<file path="src/design/periodic_cell_list_overlap_search_macros.svh">
// ----------------------------------------------------------------------------
// Assertion macros for the periodic cell list overlap search block
// Same-cycle and next-cycle implication checks on clk, disabled in reset.
// ----------------------------------------------------------------------------
`ifndef PERIODIC_CELL_LIST_OVERLAP_SEARCH_MACROS_SVH
`define PERIODIC_CELL_LIST_OVERLAP_SEARCH_MACROS_SVH

// Check that cons holds in the cycle where ante holds
`define PCLO_ASSERT_SAME(lbl, ante, cons, msg) \
	lbl: assert property (@(posedge clk) disable iff (!arst_n) (ante) |-> (cons)) \
	else $error(msg);

// Check that cons holds in the cycle after ante holds
`define PCLO_ASSERT_NEXT(lbl, ante, cons, msg) \
	lbl: assert property (@(posedge clk) disable iff (!arst_n) (ante) |=> (cons)) \
	else $error(msg);

`endif

</file>
<file path="src/design/pclo_pkg.sv">
`timescale 1ns / 1ps
// ----------------------------------------------------------------------------
// pclo_pkg
// Types, constants and helper functions shared by the overlap search block.
// ----------------------------------------------------------------------------
package pclo_pkg;

	localparam int MAX_PARTICLES      = 4096;
	localparam int SLOT_W             = $clog2(MAX_PARTICLES);
	localparam int MAX_CELLS_PER_SIDE = 15;
	localparam int CELL_W             = 4;
	localparam int CELL_SLOTS         = MAX_CELLS_PER_SIDE * MAX_CELLS_PER_SIDE
		* MAX_CELLS_PER_SIDE;
	localparam int CELL_AW            = $clog2(CELL_SLOTS);
	localparam int POSITION_BITS      = 20;
	localparam int LEN_W              = 32;
	localparam int CFG_IDX_W          = 3;

	typedef logic [1:0] opcode_t;
	localparam opcode_t OP_CLEAR  = 2'd0;
	localparam opcode_t OP_INSERT = 2'd1;
	localparam opcode_t OP_QUERY  = 2'd2;

	localparam logic [CFG_IDX_W-1:0] CFG_CELLS_X  = 3'd0;
	localparam logic [CFG_IDX_W-1:0] CFG_CELLS_Y  = 3'd1;
	localparam logic [CFG_IDX_W-1:0] CFG_CELLS_Z  = 3'd2;
	localparam logic [CFG_IDX_W-1:0] CFG_BOX_X    = 3'd3;
	localparam logic [CFG_IDX_W-1:0] CFG_BOX_Y    = 3'd4;
	localparam logic [CFG_IDX_W-1:0] CFG_BOX_Z    = 3'd5;
	localparam logic [CFG_IDX_W-1:0] CFG_SMALLEST = 3'd6;

	typedef struct packed {
		opcode_t                  opcode;
		logic [SLOT_W-1:0]        particle_index;
		logic [POSITION_BITS-1:0] pos_x;
		logic [POSITION_BITS-1:0] pos_y;
		logic [POSITION_BITS-1:0] pos_z;
		logic [LEN_W-1:0]         cutoff_distance;
	} in_item_t;

	typedef struct packed {
		logic    overlap_found;
		opcode_t done_opcode;
	} out_item_t;

	// Commands from the controller to the datapath
	typedef struct packed {
		logic cap_in;
		logic clr_write;
		logic calc_cell;
		logic lin1;
		logic lin_scan;
		logic lin2;
		logic head_rd;
		logic ins_write;
		logic reach_init;
		logic reach_step;
		logic scan_init;
		logic wrap;
		logic cur_load;
		logic cur_next;
		logic node_rd;
		logic node_mul;
		logic node_sq;
		logic set_found;
		logic advance;
		logic load_out;
	} cmd_t;

	// Status from the datapath to the controller
	typedef struct packed {
		opcode_t op;
		logic    sweep_last;
		logic    reach_done;
		logic    cheb_ok;
		logic    head_valid;
		logic    hit;
		logic    walk_more;
		logic    scan_last;
	} sts_t;

	function automatic logic [CELL_W-1:0] eff_cells(input logic [CELL_W-1:0] n);
		return (n < 4'd3) ? 4'd3 : n;
	endfunction

	function automatic logic [CELL_W-1:0] cell_of(input logic [POSITION_BITS-1:0] pos,
		input logic [CELL_W-1:0] n);
		logic [POSITION_BITS+CELL_W-1:0] p;
		p = {{CELL_W{1'b0}}, pos} * {{POSITION_BITS{1'b0}}, n};
		return p[POSITION_BITS+CELL_W-1:POSITION_BITS];
	endfunction

	// Periodic wrap of a cell coordinate plus a signed offset
	function automatic logic [CELL_W-1:0] wrap_coord(input logic [CELL_W-1:0] c,
		input logic signed [CELL_W:0] off, input logic [CELL_W-1:0] n);
		logic [CELL_W+1:0] s;
		logic [CELL_W+1:0] n1;
		logic [CELL_W+1:0] n2;
		n1 = {2'b00, n};
		n2 = {1'b0, n, 1'b0};
		s = {2'b00, c} + {off[CELL_W], off} + n1;
		if (s >= n2) begin
			s = s - n2;
		end else if (s >= n1) begin
			s = s - n1;
		end
		return s[CELL_W-1:0];
	endfunction

	function automatic logic [CELL_W-1:0] off_mag(input logic signed [CELL_W:0] v);
		logic [CELL_W:0] neg;
		neg = -v;
		return v[CELL_W] ? neg[CELL_W-1:0] : v[CELL_W-1:0];
	endfunction

	// Minimum-image component length, Q16.16, truncated
	function automatic logic [LEN_W-1:0] comp_len(input logic [POSITION_BITS-1:0] a,
		input logic [POSITION_BITS-1:0] b, input logic [LEN_W-1:0] len);
		logic [POSITION_BITS-1:0]       d;
		logic [POSITION_BITS:0]         wide;
		logic [POSITION_BITS-1:0]       mag;
		logic [POSITION_BITS+LEN_W-1:0] p;
		d = a - b;
		wide = {1'b1, {POSITION_BITS{1'b0}}} - {1'b0, d};
		mag = d[POSITION_BITS-1] ? wide[POSITION_BITS-1:0] : d;
		p = {{LEN_W{1'b0}}, mag} * {{POSITION_BITS{1'b0}}, len};
		return p[POSITION_BITS+LEN_W-1:POSITION_BITS];
	endfunction

endpackage

</file>
<file path="src/design/pclo_ctrl.sv">
`timescale 1ns / 1ps
// ----------------------------------------------------------------------------
// pclo_ctrl
// Controller: sequences clear sweeps, inserts and the cell/list walk of a
// query, and owns the input and output handshakes.
// ----------------------------------------------------------------------------
module pclo_ctrl import pclo_pkg::*; (
	input  logic clk,
	input  logic arst_n,
	input  logic in_valid,
	output logic in_ready,
	output logic out_valid,
	input  logic out_ready,
	input  sts_t sts,
	output cmd_t cmd
);

	localparam logic [4:0] ST_INIT     = 5'd0;
	localparam logic [4:0] ST_IDLE     = 5'd1;
	localparam logic [4:0] ST_DEC      = 5'd2;
	localparam logic [4:0] ST_CLR      = 5'd3;
	localparam logic [4:0] ST_INS_CELL = 5'd4;
	localparam logic [4:0] ST_INS_LIN1 = 5'd5;
	localparam logic [4:0] ST_INS_LIN2 = 5'd6;
	localparam logic [4:0] ST_INS_RD   = 5'd7;
	localparam logic [4:0] ST_INS_WR   = 5'd8;
	localparam logic [4:0] ST_Q_CELL   = 5'd9;
	localparam logic [4:0] ST_Q_REACH  = 5'd10;
	localparam logic [4:0] ST_WRAP     = 5'd11;
	localparam logic [4:0] ST_LIN1     = 5'd12;
	localparam logic [4:0] ST_LIN2     = 5'd13;
	localparam logic [4:0] ST_HEAD_RD  = 5'd14;
	localparam logic [4:0] ST_HEAD_CHK = 5'd15;
	localparam logic [4:0] ST_NODE_RD  = 5'd16;
	localparam logic [4:0] ST_NODE_MUL = 5'd17;
	localparam logic [4:0] ST_NODE_SQ  = 5'd18;
	localparam logic [4:0] ST_NODE_CMP = 5'd19;
	localparam logic [4:0] ST_ADV      = 5'd20;
	localparam logic [4:0] ST_FIN      = 5'd21;

	logic [4:0] state_q, state_d;
	logic       out_valid_q;

	assign in_ready  = state_q == ST_IDLE;
	assign out_valid = out_valid_q;

	// Next state and commands
	always_comb begin
		state_d = state_q;
		cmd = '0;
		case (state_q)
			ST_INIT: begin
				cmd.clr_write = 1'b1;
				if (sts.sweep_last) state_d = ST_IDLE;
			end
			ST_IDLE: begin
				if (in_valid) begin
					cmd.cap_in = 1'b1;
					state_d = ST_DEC;
				end
			end
			ST_DEC: begin
				case (sts.op)
					OP_CLEAR:  state_d = ST_CLR;
					OP_INSERT: state_d = ST_INS_CELL;
					OP_QUERY:  state_d = ST_Q_CELL;
					default:   state_d = ST_FIN;
				endcase
			end
			ST_CLR: begin
				cmd.clr_write = 1'b1;
				if (sts.sweep_last) state_d = ST_FIN;
			end
			ST_INS_CELL: begin
				cmd.calc_cell = 1'b1;
				state_d = ST_INS_LIN1;
			end
			ST_INS_LIN1: begin
				cmd.lin1 = 1'b1;
				state_d = ST_INS_LIN2;
			end
			ST_INS_LIN2: begin
				cmd.lin2 = 1'b1;
				state_d = ST_INS_RD;
			end
			ST_INS_RD: begin
				cmd.head_rd = 1'b1;
				state_d = ST_INS_WR;
			end
			ST_INS_WR: begin
				cmd.ins_write = 1'b1;
				state_d = ST_FIN;
			end
			ST_Q_CELL: begin
				cmd.calc_cell  = 1'b1;
				cmd.reach_init = 1'b1;
				state_d = ST_Q_REACH;
			end
			ST_Q_REACH: begin
				cmd.reach_step = 1'b1;
				if (sts.reach_done) begin
					cmd.scan_init = 1'b1;
					state_d = ST_WRAP;
				end
			end
			ST_WRAP: begin
				cmd.wrap = 1'b1;
				state_d = ST_LIN1;
			end
			ST_LIN1: begin
				if (sts.cheb_ok) begin
					cmd.lin1     = 1'b1;
					cmd.lin_scan = 1'b1;
					state_d = ST_LIN2;
				end else begin
					state_d = ST_ADV;
				end
			end
			ST_LIN2: begin
				cmd.lin2     = 1'b1;
				cmd.lin_scan = 1'b1;
				state_d = ST_HEAD_RD;
			end
			ST_HEAD_RD: begin
				cmd.head_rd = 1'b1;
				state_d = ST_HEAD_CHK;
			end
			ST_HEAD_CHK: begin
				if (sts.head_valid) begin
					cmd.cur_load = 1'b1;
					state_d = ST_NODE_RD;
				end else begin
					state_d = ST_ADV;
				end
			end
			ST_NODE_RD: begin
				cmd.node_rd = 1'b1;
				state_d = ST_NODE_MUL;
			end
			ST_NODE_MUL: begin
				cmd.node_mul = 1'b1;
				state_d = ST_NODE_SQ;
			end
			ST_NODE_SQ: begin
				cmd.node_sq = 1'b1;
				state_d = ST_NODE_CMP;
			end
			ST_NODE_CMP: begin
				if (sts.hit) begin
					cmd.set_found = 1'b1;
					state_d = ST_FIN;
				end else if (sts.walk_more) begin
					cmd.cur_next = 1'b1;
					state_d = ST_NODE_RD;
				end else begin
					state_d = ST_ADV;
				end
			end
			ST_ADV: begin
				if (sts.scan_last) begin
					state_d = ST_FIN;
				end else begin
					cmd.advance = 1'b1;
					state_d = ST_WRAP;
				end
			end
			ST_FIN: begin
				if (!out_valid_q || out_ready) begin
					cmd.load_out = 1'b1;
					state_d = ST_IDLE;
				end
			end
			default: state_d = ST_IDLE;
		endcase
	end

	// State and output valid
	always_ff @(posedge clk or negedge arst_n) begin
		if (!arst_n) begin
			state_q     <= ST_INIT;
			out_valid_q <= 1'b0;
		end else begin
			state_q <= state_d;
			if (cmd.load_out) begin
				out_valid_q <= 1'b1;
			end else if (out_ready) begin
				out_valid_q <= 1'b0;
			end
		end
	end

endmodule

</file>
<file path="config.mk">
export PLATFORM = sky130hd
export DESIGN_NAME = pclo_ctrl
export DESIGN_NICKNAME = d
export VERILOG_FILES = /design/src/design/periodic_cell_list_overlap_search_macros.svh /design/src/design/pclo_pkg.sv /design/src/design/pclo_ctrl.sv
export SDC_FILE = /design/constraint.sdc
export NUM_CORES = 1
export LEC_CHECK = 0
export ABC_AREA = 1
export BUFFER_PORTS_ARGS = -buffer_cell sky130_fd_sc_hd__buf_2
export CORE_MARGIN = 2
export CORE_UTILIZATION = 49
export DETAILED_ROUTE_END_ITERATION = 6
export PLACE_DENSITY = 0.9
export SLEW_MARGIN = 15
export SYNTH_ARGS = -nofsm -noshare
export SYNTH_HDL_FRONTEND = slang
export SYNTH_SLANG_ARGS = --single-unit
export TNS_END_PERCENT = 20
</file>
<file path="constraint.sdc">
create_clock -name clk -period 2.2 [get_ports clk]
set_input_delay 0.11 -clock clk [delete_from_list [all_inputs] [get_ports clk]]
set_output_delay 0.11 -clock clk [all_outputs]
set_load 0.02 [all_outputs]
</file>
==> results of run 1 <==
[path summary, 6_finish.rpt]
check | start | end | slack (ns) | cells past startpoint
max | state_q[4] | cmd[9] | 0.40 | 6
min | out_ready | out_valid | 0.15 | 4
max reg2reg | state_q[4] | state_q[1] | 0.53 | 8
min reg2reg | out_valid | out_valid | 0.63 | 4
max in group asynchronous | arst_n | state_q[2] | 1.83 | 2
min in group asynchronous | arst_n | state_q[1] | 0.22 | 2
[cell usage after synthesis]
cell	instances
nor3_2	1
o21ai_2	1
nand3_1	18
nor2_1	31
a31oi_1	1
nor3_1	3
nand2_1	37
buf_2	1
dfrtp_1	6
o2111ai_1	2
o22ai_1	1
o21ai_1	1
nor2_4	2
inv_2	3
a21oi_1	4
inv_1	25
nand4_1	2
nor2_2	1
nand2_2	1
o21ai_0	7
[layout make-up]
cell class | instances | area [um2] | area share [%]
clock buffer | 3 | 22.5 | 2.26
inverter | 28 | 105 | 10.6
multi-input combinational | 113 | 517 | 51.9
sequential | 6 | 150 | 15.1
tap | 16 | 20.0 | 2.01
timing repair buffer | 35 | 180 | 18.1
[cell families after synthesis]
group / after synthesis
AO/OA/AOI/OAI: 17
buffers and inverters: 29
flip-flops: 6
AND/OR/NAND/NOR: 96
[power by group through the flow]
stage	Clock (mW)	Combinational [mW]	Sequential (mW)
detailed placement	0	0.969	0.246
global route	0.114	1.10	0.254
CTS	0.102	0.973	0.245
floorplan	0	0.749	0.222
finish	0.0992	0.980	0.251
global placement	0	0.960	0.244
[tightest hold or removal path: cells and delay by family]
kind                   cells  cell delay (ns)
AND/OR/NAND/NOR            2             0.09
buffers and inverters      2             0.13
[layer usage]
layer  GRT usage (%)  wire length [um]
met3            2.92               213
met2            45.3              1210
met5               0                 0
met1            30.7               923
met4            12.7                28
[stage by stage]
stage	instance area, um2	setup slack, ns	cells	util [%]
after CTS	995	0.459	201	66.8
after global routing	995	0.333	201	66.8
after floorplan	777	0.567	148	-
final	995	0.403	201	66.8
after detailed placement	962	0.627	197	64.6
after global placement	962	0.666	197	64.6
[flip-flops by register name, indices dropped and copies added, names as in the netlist]
signal     count
state_q        5
out_valid      1
==> out/metrics.csv, run 1 <==
stage,metric,value,unit
critical_path,cp_top_family,simple AND/OR/NAND/NOR gates,
critical_path,start_kind,flip-flop,
grt,grt_pass1_wl,3750,um
logic_synthesis,synth_mux_area_share,0,%
sta,max_freq,556,MHz
die,num_rows,14,
logic_synthesis,synth-compound-area-share,12.7,%
critical_path,crit_path_end_kind,output pin,
clock_tree,cts_buffers,3,
power_and_ir_drop,p_switching,0.797,mW
power_and_ir_drop,p_leak,0.660,nW
critical_path,crit_slowest_cell,dfrtp_1,
logic_synthesis,synth_fp_nets,161,
logic_synthesis,synth.area.top_cells,"dfrtp_1, nand2_1, nor2_1",
logic_synthesis,synth_top_family_by_area,simple AND/OR/NAND/NOR gates,
sta,period_needed,1.80,ns
die,ioPinCount,35,
die,dieArea,0.00192,mm2
clock_tree,cts_resized,0,
critical_path,crit_top_cell,nor2_1,
sta,tns,0,ns
grt,antenna_found_initial,0,
cells_and_area,mostFrequentLayoutCell,nand2_1,
sta,rsz0062_at_grt,no,
critical_path,arrival,1.69,ns
logic_synthesis,synthAdderAreaFrac,0,%
grt,grt_usage,25.8,%
logic_synthesis,synth.distinct_cells,20,
logic_synthesis,synth_warnings,0,
clock_tree,clk_path_buf_depth,2,
power_and_ir_drop,p_seq_share,18.9,%
logic_synthesis,yosys.area.top_type,dfrtp_1,
route,dr.pass1.iters,5,
grt,grt_max_degree,12,
logic_synthesis,synth_top_area_share,19.3,%
route,first_iter_violations,66,
die,die_x,43.8,um
die,core,0.00149,mm2
critical_path,cpPeakStageDelay,0.50,ns
job,cap_violations,0,
power_and_ir_drop,power,1.33,mW
critical_path,worstPathCellList,"inv_2, nand3_1, nor2_1, inv_1, nor2_1, buf_2",
clock_tree,hold_buffers,1,
logic_synthesis,synthCells,148,
place,dp_hpwl,1990,um
clock_tree,htree_levels,1,
sta,slew_viol_final,0,
critical_path,path_class,flip-flop to output pin,
route,vias,1084,
grt,gr-total-overflow,0,
clock_tree,clkSinkCount,6,
worst_hold_path,hp-class,input pin to flip-flop,
cells_and_area,n_fill_cell,135,
sta,holdWs,0.147,ns
power_and_ir_drop,comb_power_share,73.6,%
cells_and_area,layout_common_cells,"nand2_1, buf_2, nor2_1, inv_1, nand3_1",
grt,grt_pass1_vias,943,
critical_path,crit_buf_inv,3,
die,die_h,43.8,um
route,antenna_left,0,
critical_path,crit_fanout,11,
power_and_ir_drop,clkPwrFrac,7.5,%
die,start_util,52.2,%
critical_path,required,2.09,ns
power_and_ir_drop,power.density,1340,mW/mm2
route,drc,0,
clock_tree,postCtsSetupBuffers,0,
sta,period_share,81.7,%
cells_and_area,area_growth,28.0,%
power_and_ir_drop,switching_share,59.9,%
sta,tightest_slew,0.348,ns
logic_synthesis,synthesis.area,777,um2
place,gp_congestion,0.890,
logic_synthesis,synth_xor_area_share,0,%
cells_and_area,antenna-diode-count,0,
sta,slew_headroom,76.8,%
power_and_ir_drop,peakVddDrop,0.848,mV
logic_synthesis,synth_simple_gate_area_share,53.8,%
power_and_ir_drop,p_int,0.533,mW
route,vias_per_cell,5.39,
clock_tree,cts.clk_slew.worst_paths,0.05,ns
clock_tree,insertion_delay,0.24,ns
sta,timing_hold_violations_final,0,
logic_synthesis,ys_seq_area_share,19.3,%
sta,skew,0.00702,ns
cells_and_area,fin_nets,200,
run_status,status,"finished, final reports clean",
sta,setup_violations,0,
clock_tree,cts_tree,yes,
place,io_buffers,34,
clock_tree,cts_root_buf,clkbuf_4,
route,wl_per_cell,11.8,um
logic_synthesis,ys_ff_latch,6,
logic_synthesis,avgSynthCellArea,5.25,um2
cells_and_area,final_layout_size_suffix_gt1_share,24.9,%
route,wirelength,2380,um
(Power assumes the default switching activity.)
==> run 2: changes to the inputs <==
Settings changed: ABC_AREA 1 to 0, CORE_UTILIZATION 49 to 43, PLACE_DENSITY 0.9 to 0.82.
Clock period 2.2 ns to 1.5 ns, I/O delays scaled along.
==> out/metrics.csv, run 2 <==
stage,metric,value,unit
run_status,status,"finished, violations left",
run_status,violations,setup timing,
sta,skew,0.00177,ns
sta,slew_headroom,75.9,%
place,io_buffers,34,
critical_path,start_kind,flip-flop,
logic_synthesis,synth.distinct_cells,44,
die,num_rows,16,
critical_path,cpPeakStageDelay,0.48,ns
die,die_h,49.5,um
cells_and_area,layout_common_cells,"buf_4, buf_2, buf_6, nor2_1, a21oi_1",
sta,holdWs,0.187,ns
cells_and_area,area_growth,80.7,%
place,gp_congestion,0.981,
logic_synthesis,synth.area.top_cells,"dfrtp_1, nor2_1, a21oi_1",
die,start_util,45.3,%
sta,tightest_slew,0.362,ns
route,wl_per_cell,20.7,um
grt,gr-total-overflow,0,
clock_tree,htree_levels,1,
critical_path,path_class,flip-flop to output pin,
cells_and_area,largest_register,state_q,
route,antenna_left,0,
place,dp_hpwl,2310,um
sta,timing_hold_violations_final,0,
critical_path,crit_path_end_kind,output pin,
logic_synthesis,synth_edf_count,0,
place,dp_cells,198,
worst_hold_path,hp-class,input pin to asynchronous set/reset pin,
logic_synthesis,synthesis.area,888,um2
logic_synthesis,ys_ff_latch,6,
logic_synthesis,synth_fp_nets,136,
logic_synthesis,synth_most_common_cell,nor2_1,
clock_tree,cts_root_buf,clkbuf_4,
power_and_ir_drop,power,3.54,mW
critical_path,crit_top_cell,buf_4,
route,vias,1414,
logic_synthesis,ys_seq_area_share,16.9,%
die,die_x,49.5,um
job,cap_violations,0,
clock_tree,cts.clk_slew.worst_paths,0.06,ns
logic_synthesis,avgSynthCellArea,7.22,um2
sta,period_needed,1.68,ns
logic_synthesis,async_flop_share,100,%
critical_path,worstPathCellList,"nor2_4, buf_4, buf_4, nand2_1, nor2_1, buf_4",
route,dr.pass1.iters,4,
die,dieArea,0.00245,mm2
critical_path,crit_fanout,7,
clock_tree,insertion_delay,0.25,ns
cells_and_area,antenna-diode-count,0,
route,vias_per_cell,6.46,
cells_and_area,fin_cells,219,
critical_path,required,1.42,ns
critical_path,arrival,1.61,ns
logic_synthesis,synthCells,123,
sta,period_share,112,%
power_and_ir_drop,power.density,2200,mW/mm2
logic_synthesis,synth_warnings,0,
sta,max_freq,594,MHz
die,core,0.00196,mm2
route,first_iter_violations,111,
cells_and_area,final_layout_size_suffix_gt1_share,64.1,%
power_and_ir_drop,peakVddDrop,1.27,mV
clock_tree,clkSinkCount,6,
critical_path,crit_slowest_cell,dfrtp_2,
grt,grt_pass1_vias,1310,
logic_synthesis,synth_ff_type,dfrtp_1,
logic_synthesis,synth_top_area_share,16.9,%
sta,rsz0062_at_grt,yes,
logic_synthesis,synth_commonest_cells,"nor2_1, a21oi_1, nand2_1",
sta,setup_violations,23,
sta,worst_slack,-0.183,ns
grt,grt_usage,33.5,%
logic_synthesis,yosys.area.top_type,dfrtp_1,
power_and_ir_drop,p_leak,0.753,nW
cells_and_area,fin_nets,207,
sta,slew_viol_final,0,
cells_and_area,largest_reg_flops,5,
grt,grt_pass1_wl,6200,um
grt,grt_max_degree,14,
clock_tree,cts_tree,yes,
grt,antenna_found_initial,0,
cells_and_area,mostFrequentLayoutCell,buf_4,
route,drc,0,
die,ioPinCount,35,
clock_tree,cts_buffers,3,
clock_tree,clk_path_buf_depth,2,
route,wirelength,4540,um
==> run 2: changes by cell type after synthesis, moves of 3 or more <==
cell and delta:
nand3_1 -15, nand2_1 -26, o21ai_0 -3, and3_1 +3, buf_6 +3, a31oi_1 +3, nor3_1 +3, nand2b_1 +4
inv_2 -3, buf_4 +3, inv_1 -19, a21oi_1 +8, nor2_1 -10
==> run 2: final cells by class <==
cell class	count	area [um2]
inverter	6	25.0
multi-input combinational	101	768
timing repair buffer	76	599
clock buffer	3	22.5
tap	27	33.8
fill	93	357
sequential	6	156
==> run 2: worst paths after layout <==
path	start	endpoint	slack, ns	cells after the start
worst max-delay path	state_q[2]	in_ready	-0.18	6
worst min-delay path	arst_n	state_q[4]	0.19	2
worst max register to register	state_q[0]	state_q[2]	-0.10	6
worst min register to register	out_valid	out_valid	0.62	2
max in group asynchronous	arst_n	state_q[1]	1.14	2
min in group clk	out_ready	out_valid	0.21	3
==> run 2: power breakdown <==
part	switching [mW]	total [mW]	internal, mW
logic	1.59	3.00	1.41
clock network	0.0762	0.168	0.0918
registers	0.140	0.370	0.230
==> run 2: logic make-up after synthesis <==
family,Yosys count,synth area share [%]
compound gates,34,27.3
xor+xnor,2,1.97
buf+inv,16,11.0
flops,6,16.9
mux,1,1.13
simple gates,64,41.7
==> run 2: through the flow <==
step / util [%] / cell area (um2) / setup TNS [ns] / worst slack (ns)
after detailed placement: 61.3 / 1200 / -0.420 / -0.122
after global placement: 61.3 / 1200 / -0.384 / -0.107
after CTS: 74.6 / 1460 / -0.440 / -0.0483
after floorplan: - / 893 / -0.226 / -0.0880
after global routing: 81.8 / 1610 / -2.65 / -0.196
final: 81.8 / 1610 / -1.86 / -0.183
==> run 2: worst max-delay path: cells and delay by family, from the launching register on <==
family,cells,cell delay [ns]
buffers and inverters,3,0.43
and+or+nand+nor,3,0.44
DFF,1,0.48
==> run 2: repair_timing <==
action,CTS,global route
hold buffers,1,0
pin swaps,12,5
hold endpoints to repair,6,0
resized for setup,46,32
buffers inserted,13,4
endpoints found under the setup margin,25,24
==> run 2: per-layer routing <==
metal	routed length [um]	track usage, %	up-vias
met5	0	0	-
met4	323	22.2	0
met3	536	7.27	43
met2	2090	57.9	136
met1	1590	36.6	649
li1	-	-	586
==> run 3: changes to the inputs <==
Settings changed: ABC_AREA 0 to 1, CORE_UTILIZATION 43 to 41, PLACE_DENSITY 0.82 to 0.81.
==> out/metrics.csv, run 3 (same netlist as run 1, synthesis figures left out) <==
stage,metric,value,unit
route,first_iter_violations,74,
cells_and_area,largest_reg_flops,5,
cells_and_area,largest_register,state_q,
route,dr.pass1.iters,6,
clock_tree,cts_root_buf,clkbuf_4,
place,dp_cells,215,
clock_tree,cts_buffers,3,
critical_path,rrSetupSlack,-0.09,ns
sta,skew,0.00798,ns
critical_path,path_class,flip-flop to output pin,
sta,slew_viol_final,0,
place,gp_congestion,0.965,
route,drc,0,
sta,slew_headroom,79.5,%
sta,period_share,113,%
grt,antenna_found_initial,0,
die,num_rows,15,
critical_path,reg2reg_to,state_q[1],
worst_hold_path,hp-start,out_ready,
die,dieArea,0.00226,mm2
route,wirelength,3580,um
critical_path,r2r-start,state_q[0],
cells_and_area,area_growth,72.3,%
die,ioPinCount,35,
sta,setup_violations,9,
sta,tns,-0.464,ns
cells_and_area,antenna-diode-count,0,
die,die_x,47.5,um
critical_path,startpoint,state_q[1],
power_and_ir_drop,power.density,2180,mW/mm2
run_status,status,"finished, violations left",
critical_path,r2r.worst_path.cells,8,
critical_path,start_kind,flip-flop,
cells_and_area,mostFrequentLayoutCell,nand2_1,
sta,tightest_slew,0.305,ns
grt,globalRouteMet3Util,5.28,%
sta,timing_hold_violations_final,0,
grt,grt_pass1_wl,4220,um
critical_path,cpPeakStageDelay,0.50,ns
route,vias_per_cell,5.70,
worst_hold_path,hold_depth,4,
critical_path,crit_path_end_kind,output pin,
route,wl_per_cell,15.7,um
clock_tree,htree_levels,1,
grt,met2_usage,46.2,%
cells_and_area,post-route-util,76.7,%
grt,grt_pass1_vias,1038,
route,vias,1300,
place,dp_hpwl,2110,um
cells_and_area,layout_common_cells,"nand2_1, buf_2, buf_4, inv_1, nor2_1",
grt,top_usage_layer,met2,
cells_and_area,fin_nets,218,
grt,grtUsageMet1,31.6,%
clock_tree,clk_path_buf_depth,2,
die,start_util,44.5,%
route,antenna_left,0,
place,io_buffers,34,
die,core,0.00175,mm2
cells_and_area,fin_cells,228,
grt,grt_max_degree,11,
grt,gr-total-overflow,0,
critical_path,cp_top_family,buffers and inverters,
clock_tree,insertion_delay,0.25,ns
critical_path,arrival,1.63,ns
worst_hold_path,min_to,out_valid,
critical_path,crit_fanout,6,
job,cap_violations,0,
grt,grt_usage,26.3,%
critical_path,required,1.42,ns
critical_path,worstPathCellList,"inv_4, nand2_4, buf_4, nor3_1, buf_2",
sta,period_needed,1.70,ns
clock_tree,cts.clk_slew.worst_paths,0.05,ns
sta,rsz0062_at_grt,yes,
sta,max_freq,588,MHz
power_and_ir_drop,peakVddDrop,1.50,mV
cells_and_area,final_layout_size_suffix_gt1_share,50.2,%
sta,worst_slack,-0.201,ns
run_status,violations,setup timing,
critical_path,crit_slowest_cell,dfrtp_2,
clock_tree,clkSinkCount,6,
die,die_h,47.5,um
power_and_ir_drop,p_leak,0.763,nW
critical_path,crit_buf_inv,3,
clock_tree,cts_tree,yes,
worst_hold_path,hp-class,input pin to flip-flop,
[run 3: cell count changes in the layout (fill, tap and decap cells not counted), moves of 4 or more]
cell | previous run | this run
buf_6 | 17 | 5
inv_2 | 1 | 6
buf_2 | 18 | 26
o21ai_1 | 1 | 5
buf_4 | 39 | 21
nand2_2 | 3 | 7
a21oi_1 | 10 | 3
nand3_1 | 2 | 12
nand2_1 | 9 | 28
nor2_1 | 13 | 19
nand3_2 | 1 | 6
inv_1 | 4 | 19
[run 3: worst max-delay path by stage]
stage                            end  slack [ns]  cells after the start
final                        cmd[19]       -0.20                      5
after global routing         cmd[19]       -0.21                      5
after CTS                    cmd[16]      -0.004                      6
after detailed placement  state_q[4]       -0.03                      9
after global placement    state_q[1]       0.006                      9
after floorplan           state_q[1]        0.01                      8
[run 3: tightest hold or removal path, cell delays in order]
cell and delay [ns]:
buf_2 0.07, nor2_1 0.04, inv_1 0.08, nand2_1 0.06
[run 3: final cells by class]
type,instances,area [um2]
tap,25,31.3
fill,128,407
sequential,6,155
inverter,28,115
timing repair buffer,53,354
multi-input combinational,113,661
clock buffer,3,22.5
[run 3: where the power goes]
| group | internal (mW) | leakage (nW) | switching [mW] |
|---|---|---|---|
| Combinational | 0.870 | 0.677 | 1.49 |
| Sequential | 0.246 | 0.0722 | 0.166 |
| Clock | 0.0904 | 0.0138 | 0.0566 |
| Total | 1.21 | 0.763 | 1.71 |
[run 3: per-layer routing]
layer | routed length (um) | vias up
li1 | - | 584
met1 | 1240 | 571
met2 | 1820 | 117
met3 | 345 | 28
met4 | 167 | 0
met5 | 0 | -
[run 3: per-stage QoR]
step | worst slack [ns] | hold slack (ns) | power [mW] | cell area, um2
after floorplan | 0.0120 | -0.221 | 1.50 | 798
after global placement | 0.00636 | -0.101 | 2.02 | 1060
after detailed placement | -0.0314 | -0.0979 | 2.04 | 1060
after CTS | -0.00421 | 0.133 | 2.30 | 1140
after global routing | -0.205 | 0.174 | 3.06 | 1340
final | -0.201 | 0.135 | 2.92 | 1340
[run 3: repair_timing]
action / 4_1_cts / 5_1_grt
resized for setup: 13 / 52
endpoints found under the setup margin: 13 / 20
pin swaps: 1 / 11
setup buffers: 2 / 7
hold buffers: 1 / 0
hold endpoints to repair: 6 / 0
cloned: 0 / 0
